===== src/ipq_pkg.sv =====
// Shared types and defaults for the indexed packet queue.
`timescale 1ns / 1ps

package ipq_pkg;

  localparam int unsigned DEPTH_DEFAULT        = 32;
  localparam int unsigned PAYLOAD_BITS_DEFAULT = 32;

  localparam int unsigned POS_BITS   = 6;
  localparam int unsigned WORD_BITS  = 32;
  localparam int unsigned COUNT_BITS = 6;

  typedef enum logic [1:0] {
    OP_ENQ = 2'd0,
    OP_DEQ = 2'd1,
    OP_INS = 2'd2,
    OP_REM = 2'd3
  } op_e;

  typedef enum logic [1:0] {
    ST_OK    = 2'd0,
    ST_EMPTY = 2'd1,
    ST_RANGE = 2'd2,
    ST_FULL  = 2'd3
  } status_e;

endpackage


===== src/ipq_ram.sv =====
// Generic single-write, single-read RAM with registered read data.
`timescale 1ns / 1ps

module ipq_ram #(
  parameter int unsigned WIDTH = 32,
  parameter int unsigned DEPTH = 32
) (
  input  logic                     clk_i,
  input  logic                     we_i,
  input  logic [$clog2(DEPTH)-1:0] waddr_i,
  input  logic [WIDTH-1:0]         wdata_i,
  input  logic [$clog2(DEPTH)-1:0] raddr_i,
  output logic [WIDTH-1:0]         rdata_o
);

  logic [WIDTH-1:0] mem [DEPTH];
  logic [WIDTH-1:0] rdata_q;

  always_ff @(posedge clk_i) begin
    if (we_i) begin
      mem[waddr_i] <= wdata_i;
    end
    rdata_q <= mem[raddr_i];
  end

  assign rdata_o = rdata_q;

endmodule


===== src/indexed_packet_queue_top.sv =====
// Indexed packet queue: enqueue, dequeue, insert and remove over one RAM.
// Enqueue and rejected requests strobe the result on the cycle after acceptance.
// A tail insert goes to S_PUT; others shift up in S_UP, S_UP_LAST, then S_PUT. Remove and
// dequeue shift down in S_DOWN, S_DOWN_LAST; the single RAM port pair moves one entry a
// cycle. busy is low again while the result strobe is shown. The receiver cannot stall.
// Reset clears the entry count; RAM contents stay undefined until written.
`timescale 1ns / 1ps

module indexed_packet_queue_top
  import ipq_pkg::*;
#(
  parameter int unsigned DEPTH        = DEPTH_DEFAULT,
  parameter int unsigned PAYLOAD_BITS = PAYLOAD_BITS_DEFAULT
) (
  input  logic                  clk_i,
  input  logic                  rst_ni,
  input  logic                  start,
  output logic                  busy,
  input  logic [1:0]            operation_i,
  input  logic [POS_BITS-1:0]   position_i,
  input  logic [WORD_BITS-1:0]  payload_in_i,
  output logic                  done_o,
  output logic                  payload_valid_o,
  output logic [WORD_BITS-1:0]  payload_out_o,
  output logic [1:0]            status_o,
  output logic [COUNT_BITS-1:0] entry_count_o,
  output logic                  is_empty_o
);

  localparam int unsigned AW   = $clog2(DEPTH);
  localparam int unsigned CW   = $clog2(DEPTH + 1);
  localparam int unsigned CMPW = (CW > POS_BITS) ? CW : POS_BITS;

  typedef enum logic [2:0] {
    S_IDLE,
    S_UP,
    S_UP_LAST,
    S_PUT,
    S_DOWN,
    S_DOWN_LAST
  } state_e;

  state_e                  state_q;
  logic [CW-1:0]           count_q;
  logic [AW-1:0]           ptr_q;
  logic [AW-1:0]           pos_q;
  logic [AW-1:0]           last_q;
  logic [AW-1:0]           wr_addr_q;
  logic                    pend_q;
  logic                    cap_q;
  logic [PAYLOAD_BITS-1:0] word_q;
  logic [PAYLOAD_BITS-1:0] result_q;
  logic                    valid_q;
  status_e                 status_q;
  logic                    done_q;

  logic                    accept;
  op_e                     op_in;
  logic [CMPW-1:0]         pos_ext;
  logic [CMPW-1:0]         cnt_ext;
  logic                    full;
  logic [63:0]             word_ext;
  logic [PAYLOAD_BITS-1:0] word_in;
  logic [63:0]             result_ext;

  logic                    ram_we;
  logic [AW-1:0]           ram_waddr;
  logic [PAYLOAD_BITS-1:0] ram_wdata;
  logic [PAYLOAD_BITS-1:0] ram_rdata;

  assign accept   = start && !busy;
  assign op_in    = op_e'(operation_i);
  assign pos_ext  = CMPW'(position_i);
  assign cnt_ext  = CMPW'(count_q);
  assign full     = (count_q == CW'(DEPTH));
  assign word_ext = 64'(payload_in_i);
  assign word_in  = word_ext[PAYLOAD_BITS-1:0];

  always_comb begin
    ram_we    = 1'b0;
    ram_waddr = wr_addr_q;
    ram_wdata = ram_rdata;
    if (pend_q) begin
      ram_we = 1'b1;
    end else if (state_q == S_PUT) begin
      ram_we    = 1'b1;
      ram_waddr = pos_q;
      ram_wdata = word_q;
    end else if (accept && op_in == OP_ENQ && !full) begin
      ram_we    = 1'b1;
      ram_waddr = AW'(count_q);
      ram_wdata = word_in;
    end
  end

  ipq_ram #(
    .WIDTH (PAYLOAD_BITS),
    .DEPTH (DEPTH)
  ) u_store (
    .clk_i   (clk_i),
    .we_i    (ram_we),
    .waddr_i (ram_waddr),
    .wdata_i (ram_wdata),
    .raddr_i (ptr_q),
    .rdata_o (ram_rdata)
  );

  always_ff @(posedge clk_i or negedge rst_ni) begin
    if (!rst_ni) begin
      state_q   <= S_IDLE;
      count_q   <= '0;
      ptr_q     <= '0;
      pos_q     <= '0;
      last_q    <= '0;
      wr_addr_q <= '0;
      pend_q    <= 1'b0;
      cap_q     <= 1'b0;
      valid_q   <= 1'b0;
      status_q  <= ST_OK;
      done_q    <= 1'b0;
    end else begin
      done_q <= 1'b0;
      pend_q <= 1'b0;
      cap_q  <= 1'b0;
      if (cap_q) begin
        result_q <= ram_rdata;
      end
      unique case (state_q)
        S_IDLE: begin
          if (accept) begin
            result_q <= '0;
            valid_q  <= 1'b0;
            status_q <= ST_OK;
            word_q   <= word_in;
            pos_q    <= AW'(position_i);
            unique case (op_in)
              OP_ENQ: begin
                done_q <= 1'b1;
                if (full) begin
                  status_q <= ST_FULL;
                end else begin
                  count_q <= count_q + CW'(1);
                end
              end
              OP_DEQ: begin
                if (count_q == '0) begin
                  status_q <= ST_EMPTY;
                  done_q   <= 1'b1;
                end else begin
                  pos_q   <= '0;
                  ptr_q   <= '0;
                  last_q  <= AW'(count_q - CW'(1));
                  state_q <= S_DOWN;
                end
              end
              OP_INS: begin
                if (pos_ext > cnt_ext) begin
                  status_q <= ST_RANGE;
                  done_q   <= 1'b1;
                end else if (full) begin
                  status_q <= ST_FULL;
                  done_q   <= 1'b1;
                end else if (pos_ext == cnt_ext) begin
                  state_q <= S_PUT;
                end else begin
                  ptr_q   <= AW'(count_q - CW'(1));
                  state_q <= S_UP;
                end
              end
              OP_REM: begin
                if (pos_ext >= cnt_ext) begin
                  status_q <= ST_RANGE;
                  done_q   <= 1'b1;
                end else begin
                  ptr_q   <= AW'(position_i);
                  last_q  <= AW'(count_q - CW'(1));
                  state_q <= S_DOWN;
                end
              end
              default: begin
                done_q <= 1'b1;
              end
            endcase
          end
        end
        S_UP: begin
          pend_q    <= 1'b1;
          wr_addr_q <= ptr_q + AW'(1);
          if (ptr_q == pos_q) begin
            state_q <= S_UP_LAST;
          end else begin
            ptr_q <= ptr_q - AW'(1);
          end
        end
        S_UP_LAST: begin
          state_q <= S_PUT;
        end
        S_PUT: begin
          count_q <= count_q + CW'(1);
          done_q  <= 1'b1;
          state_q <= S_IDLE;
        end
        S_DOWN: begin
          cap_q     <= (ptr_q == pos_q);
          pend_q    <= (ptr_q != pos_q);
          wr_addr_q <= ptr_q - AW'(1);
          if (ptr_q == last_q) begin
            state_q <= S_DOWN_LAST;
          end else begin
            ptr_q <= ptr_q + AW'(1);
          end
        end
        S_DOWN_LAST: begin
          count_q <= count_q - CW'(1);
          valid_q <= 1'b1;
          done_q  <= 1'b1;
          state_q <= S_IDLE;
        end
        default: begin
          state_q <= S_IDLE;
        end
      endcase
    end
  end

  assign result_ext      = 64'(result_q);
  assign busy            = (state_q != S_IDLE);
  assign done_o          = done_q;
  assign payload_valid_o = valid_q;
  assign payload_out_o   = result_ext[WORD_BITS-1:0];
  assign status_o        = status_q;
  assign entry_count_o   = COUNT_BITS'(count_q);
  assign is_empty_o      = (count_q == '0);

  assert property (@(posedge clk_i) disable iff (!rst_ni)
    count_q <= CW'(DEPTH))
    else $error("entry count exceeds depth");

  assert property (@(posedge clk_i) disable iff (!rst_ni)
    (state_q == S_UP || state_q == S_DOWN) && ram_we |-> ram_waddr != ptr_q)
    else $error("shift writes the entry being read");

  assert property (@(posedge clk_i) disable iff (!rst_ni)
    done_o && payload_valid_o |-> status_o == ST_OK)
    else $error("returned payload on a rejected request");

  assert property (@(posedge clk_i) disable iff (!rst_ni)
    accept |=> busy || done_o)
    else $error("accepted request neither in progress nor answered");

  assert property (@(posedge clk_i) disable iff (!rst_ni)
    !$stable(count_q) |-> done_q)
    else $error("entry count changed without a result");

endmodule


===== config.mk =====
export PLATFORM = sky130hd
export DESIGN_NAME = indexed_packet_queue_top
export DESIGN_NICKNAME = d
export VERILOG_FILES = /design/src/ipq_pkg.sv /design/src/ipq_ram.sv /design/src/indexed_packet_queue_top.sv
export SDC_FILE = /design/constraint.sdc
export NUM_CORES = 1
export LEC_CHECK = 0
export BUFFER_PORTS_ARGS = -buffer_cell sky130_fd_sc_hd__buf_4
export CORE_MARGIN = 3
export CORE_UTILIZATION = 40
export DETAILED_ROUTE_END_ITERATION = 6
export GPL_ROUTABILITY_DRIVEN = 0
export PLACE_DENSITY = 0.6
export SLEW_MARGIN = 20
export SYNTH_ARGS = -nofsm -noshare
export SYNTH_HDL_FRONTEND = slang
export SYNTH_SLANG_ARGS = --single-unit

===== constraint.sdc =====
create_clock -name clk_i -period 4.3 [get_ports clk_i]
set_input_delay 0.86 -clock clk_i [delete_from_list [all_inputs] [get_ports clk_i]]
set_output_delay 0.86 -clock clk_i [all_outputs]
set_load 0.01 [all_outputs]

==> results.py <==
metrics = {
    "grt": {
        "antenna_found_initial": 4,
        "grt_pass1_vias": 22600,
        "grt_first_pass_wirelength_mm": 161,
        "grt-ovfl-total": 0,
        "grt_max_degree": 80,
        "grt_usage_pct": 19.2,
    },
    "clocking": {
        "postCtsHoldBufs": 0,
        "cts_tree": "yes",
        "cts_root_buffer": "clkbuf_16",
        "cts_buffer_depth": 3,
        "insertion_delay_ns": 0.70,
        "cts_max_level": 3,
        "cts_num_sinks": 1155,
        "cts_made_buffers": 114,
        "cts.clk_slew.worst_paths_ns": 0.06,
        "post_cts_buffers": 0,
    },
    "power": {
        "vdd_drop_max_v": 0.000511,
        "static-leakage-power_nw": 16.5,
        "pwr_density_cell_mw_per_mm2": 734,
    },
    "synthesis": {
        "synth_top_area_share_pct": 72.6,
        "synth_largest_area_cell": "edfxtp_1",
        "synth_enable_flop_cells": 1088,
        "synth.avg_cell_area_um2": 22.2,
        "synth_top_family_by_area": "multiplexers",
        "synthDistinctLibCells": 59,
        "synth_flop_cell": "edfxtp_1",
        "synth_compound_area_share_pct": 2.54,
        "synthesis.area_mm2": 0.0450,
        "yosysSeqAreaShare_pct": 75.9,
        "synthMuxAreaShare_pct": 17.9,
        "synth_fa_ha_area_share_pct": 0.417,
        "postSynthRegisterBits": 1155,
        "yosysWarningCount": 0,
        "synthSimpleGateAreaFrac_pct": 1.71,
        "synthesis.nets": 2086,
        "async_flop_share_pct": 3.03,
        "ys_top_cells_by_area": "edfxtp_1 (73%), mux4_2 (16%), dfrtp_1 (1.9%)",
        "synth_xor_xnor_area_share_pct": 0.409,
        "syn_inst": 2028,
    },
    "sta": {
        "skew_ns": 0.0247,
        "fin_crit_ns": 3.98,
        "worstMarginPinSlew_ns": 1.14,
        "rsz0062_at_grt": "no",
        "report.final.setup_viol": 0,
        "fmax_ghz": 0.251,
        "hold_violations": 0,
        "worst_slack_ns": 0.318,
        "finalSetupTns_ns": 0,
        "slew_violations": 0,
        "relSlewSlack_pct": 24.0,
        "fin_crit_sh_pct": 92.6,
        "fin_hold_ws_ns": 0.352,
    },
    "outcome": {
        "status": "complete, no violations",
    },
    "finish": {
        "syn_to_final_growth_pct": 16.7,
        "final_area_mm2": 0.0526,
        "fin_nets": 2279,
        "drive_gt1_share_pct": 34.5,
    },
    "setup_path": {
        "crit_arrival_ns": 4.35,
        "worstSetupEndpointType": "flop",
        "worstSetupPathType": "reg2reg",
        "crit_fanout": 20,
        "cp.required_ns": 4.67,
        "start_kind": "flop",
    },
    "detailed_routing": {
        "wl_per_cell_um": 29.2,
        "via_per_inst": 5.64,
        "drtIter0Drc": 2449,
        "via_count": 21500,
        "dr.pass1.iters": 5,
        "drtAntennaViolNets": 0,
        "drc": 0,
        "drt_wl_total_mm": 111,
    },
    "floorplan": {
        "fp.dieW_um": 341,
        "num_rows": 122,
        "dieArea_mm2": 0.117,
        "coreArea_mm2": 0.111,
        "initial_utilization_pct": 40.5,
        "ioPinCount": 87,
        "die_h_um": 341,
    },
    "place": {
        "dp_slack_ns": 0.146,
        "postPlaceCellArea_mm2": 0.0486,
        "place_hpwl_mm": 65.6,
        "io_buffer_count": 86,
    },
    "flow_run": {
        "cap_viol_max_count": 0,
    },
    "hold_path": {
        "min_path_type": "in2reg",
    },
}
==> area by class of cell <==
cell class	instances	area (µm²)
timing repair buffer	192	1850
clock inverter	74	896
antenna	1	2.50
clock buffer	143	3050
multi-input combinational	742	10600
fill	9118	58600
tap	1488	1860
sequential	1155	34200
inverter	16	60.1
==> critical path: stages (launching register included) <==
cell	delay [ns]
dfrtp_1	0.45
inv_1	0.20
ha_1	0.19
or4b_1	0.63
o211ai_4	0.45
mux2i_1	0.24
a221o_1	0.44
or3_4	0.46
nor2_4	0.30
buf_12	0.26
==> cells by family (layout without fill, tap and decap cells) <==
family	count (synthesis)	count (layout)
xor gates and xnor gates	21	21
DFF	1155	1155
buffers and inverters	131	425
adders and majority gates	15	15
and+or+nand+nor	164	164
AOI/OAI and AO/OA	144	144
other	0	1
muxes	398	398
==> cell usage after synthesis (all sizes together) (3+ instances only) <==
cell	count
edfxtp	1088
mux4	320
clkbuf	82
nor2	77
o22a	65
mux2	41
mux2i	37
dfrtp	35
nand2	34
buf	33
dfxtp	32
o21ai	19
xnor2	18
inv	16
ha	15
nand3	14
a21oi	8
nor3	8
a22oi	7
nand3b	7
a221oi	5
a22o	5
and2	4
nor3b	4
o221ai	4
o22ai	4
a21o	3
nand2b	3
o211ai	3
o21a	3
o311ai	3
o31ai	3
xor2	3
==> stage by stage <==
stage	power (mW)	cells	util [%]
3_5_place_dp	28.6	3593	43.7
6_report	38.6	3811	47.3
2_1_floorplan	23.9	2028	-
5_1_grt	40.2	3810	47.3
4_1_cts	38.9	3810	47.2
3_3_place_gp	28.2	3593	43.7
==> power by group <==
part           internal (mW)  switching (mW)  leakage (nW)  total, mW
sequential              15.9           0.885          10.5       16.8
clock                   6.08            4.24          1.92       10.3
combinational           4.66            6.80          4.04       11.5
==> sequential cells by signal, summed over array words and instances, names as in the netlist, 2 cells and up <==
signal           cells
entry_count_o        6
last_q               5
payload_out_o       32
pos_q                5
ptr_q                5
state_q              3
status_o             2
u_store.mem       1024
u_store.rdata_o     32
word_q              32
wr_addr_q            5
==> repair_timing <==
item	in CTS	in global routing
endpoints found under the setup margin	0	358
resized for setup	0	6
hold endpoints to repair	0	0
==> layer usage <==
layer	vias up	GRT usage (%)	share of wire, %
li1	8981	-	-
met1	11600	25.5	40
met2	787	31.5	50
met3	189	4.05	6.5
met4	2	6.45	3.4
met5	-	0	0.0063
==> cell usage in the layout, fill, tap and decap left out, types with 5 or more instances in the layout <==
cell,Yosys,routed
a22o_1,5,5
dfrtp_1,35,28
clkbuf_1,82,20
nor2_4,0,32
mux2i_1,37,37
clkbuf_16,0,114
xnor2_1,18,18
ha_1,15,15
a21oi_1,8,7
nand3_1,14,14
inv_1,16,16
o21ai_0,19,19
o22a_2,0,10
clkbuf_8,0,9
buf_4,0,159
dfxtp_1,32,32
clkinv_2,0,26
nand3b_1,7,7
mux2_2,41,41
clkinv_1,0,13
nor2_1,77,45
buf_12,0,33
edfxtp_1,1088,1088
bufinv_16,0,17
nor3_1,8,8
a22oi_1,7,7
o22a_1,65,55
mux4_2,320,320
nand2_1,34,34
clkinvlp_4,0,8
==> worst paths after layout <==
check                                             start                           end  slack (ns)  depth (start not counted)
hold / removal                         payload_in_i[25]          word_q[25]$_DFFE_PP_        0.35                          1
setup / recovery           entry_count_o[0]$_DFFE_PN0P_  u_store.mem[6][16]$_DFFE_PP_        0.32                          9
setup reg to reg           entry_count_o[0]$_DFFE_PN0P_  u_store.mem[6][16]$_DFFE_PP_        0.32                          9
min in group asynchronous                        rst_ni               cap_q$_DFF_PN0_        0.66                          2
hold reg to reg                 status_o[0]$_DFFE_PN0P_       status_o[0]$_DFFE_PN0P_        0.49                          2
max in group asynchronous                        rst_ni          ptr_q[0]$_DFFE_PN0P_        3.06                          2
(Power assumes the default switching activity.)
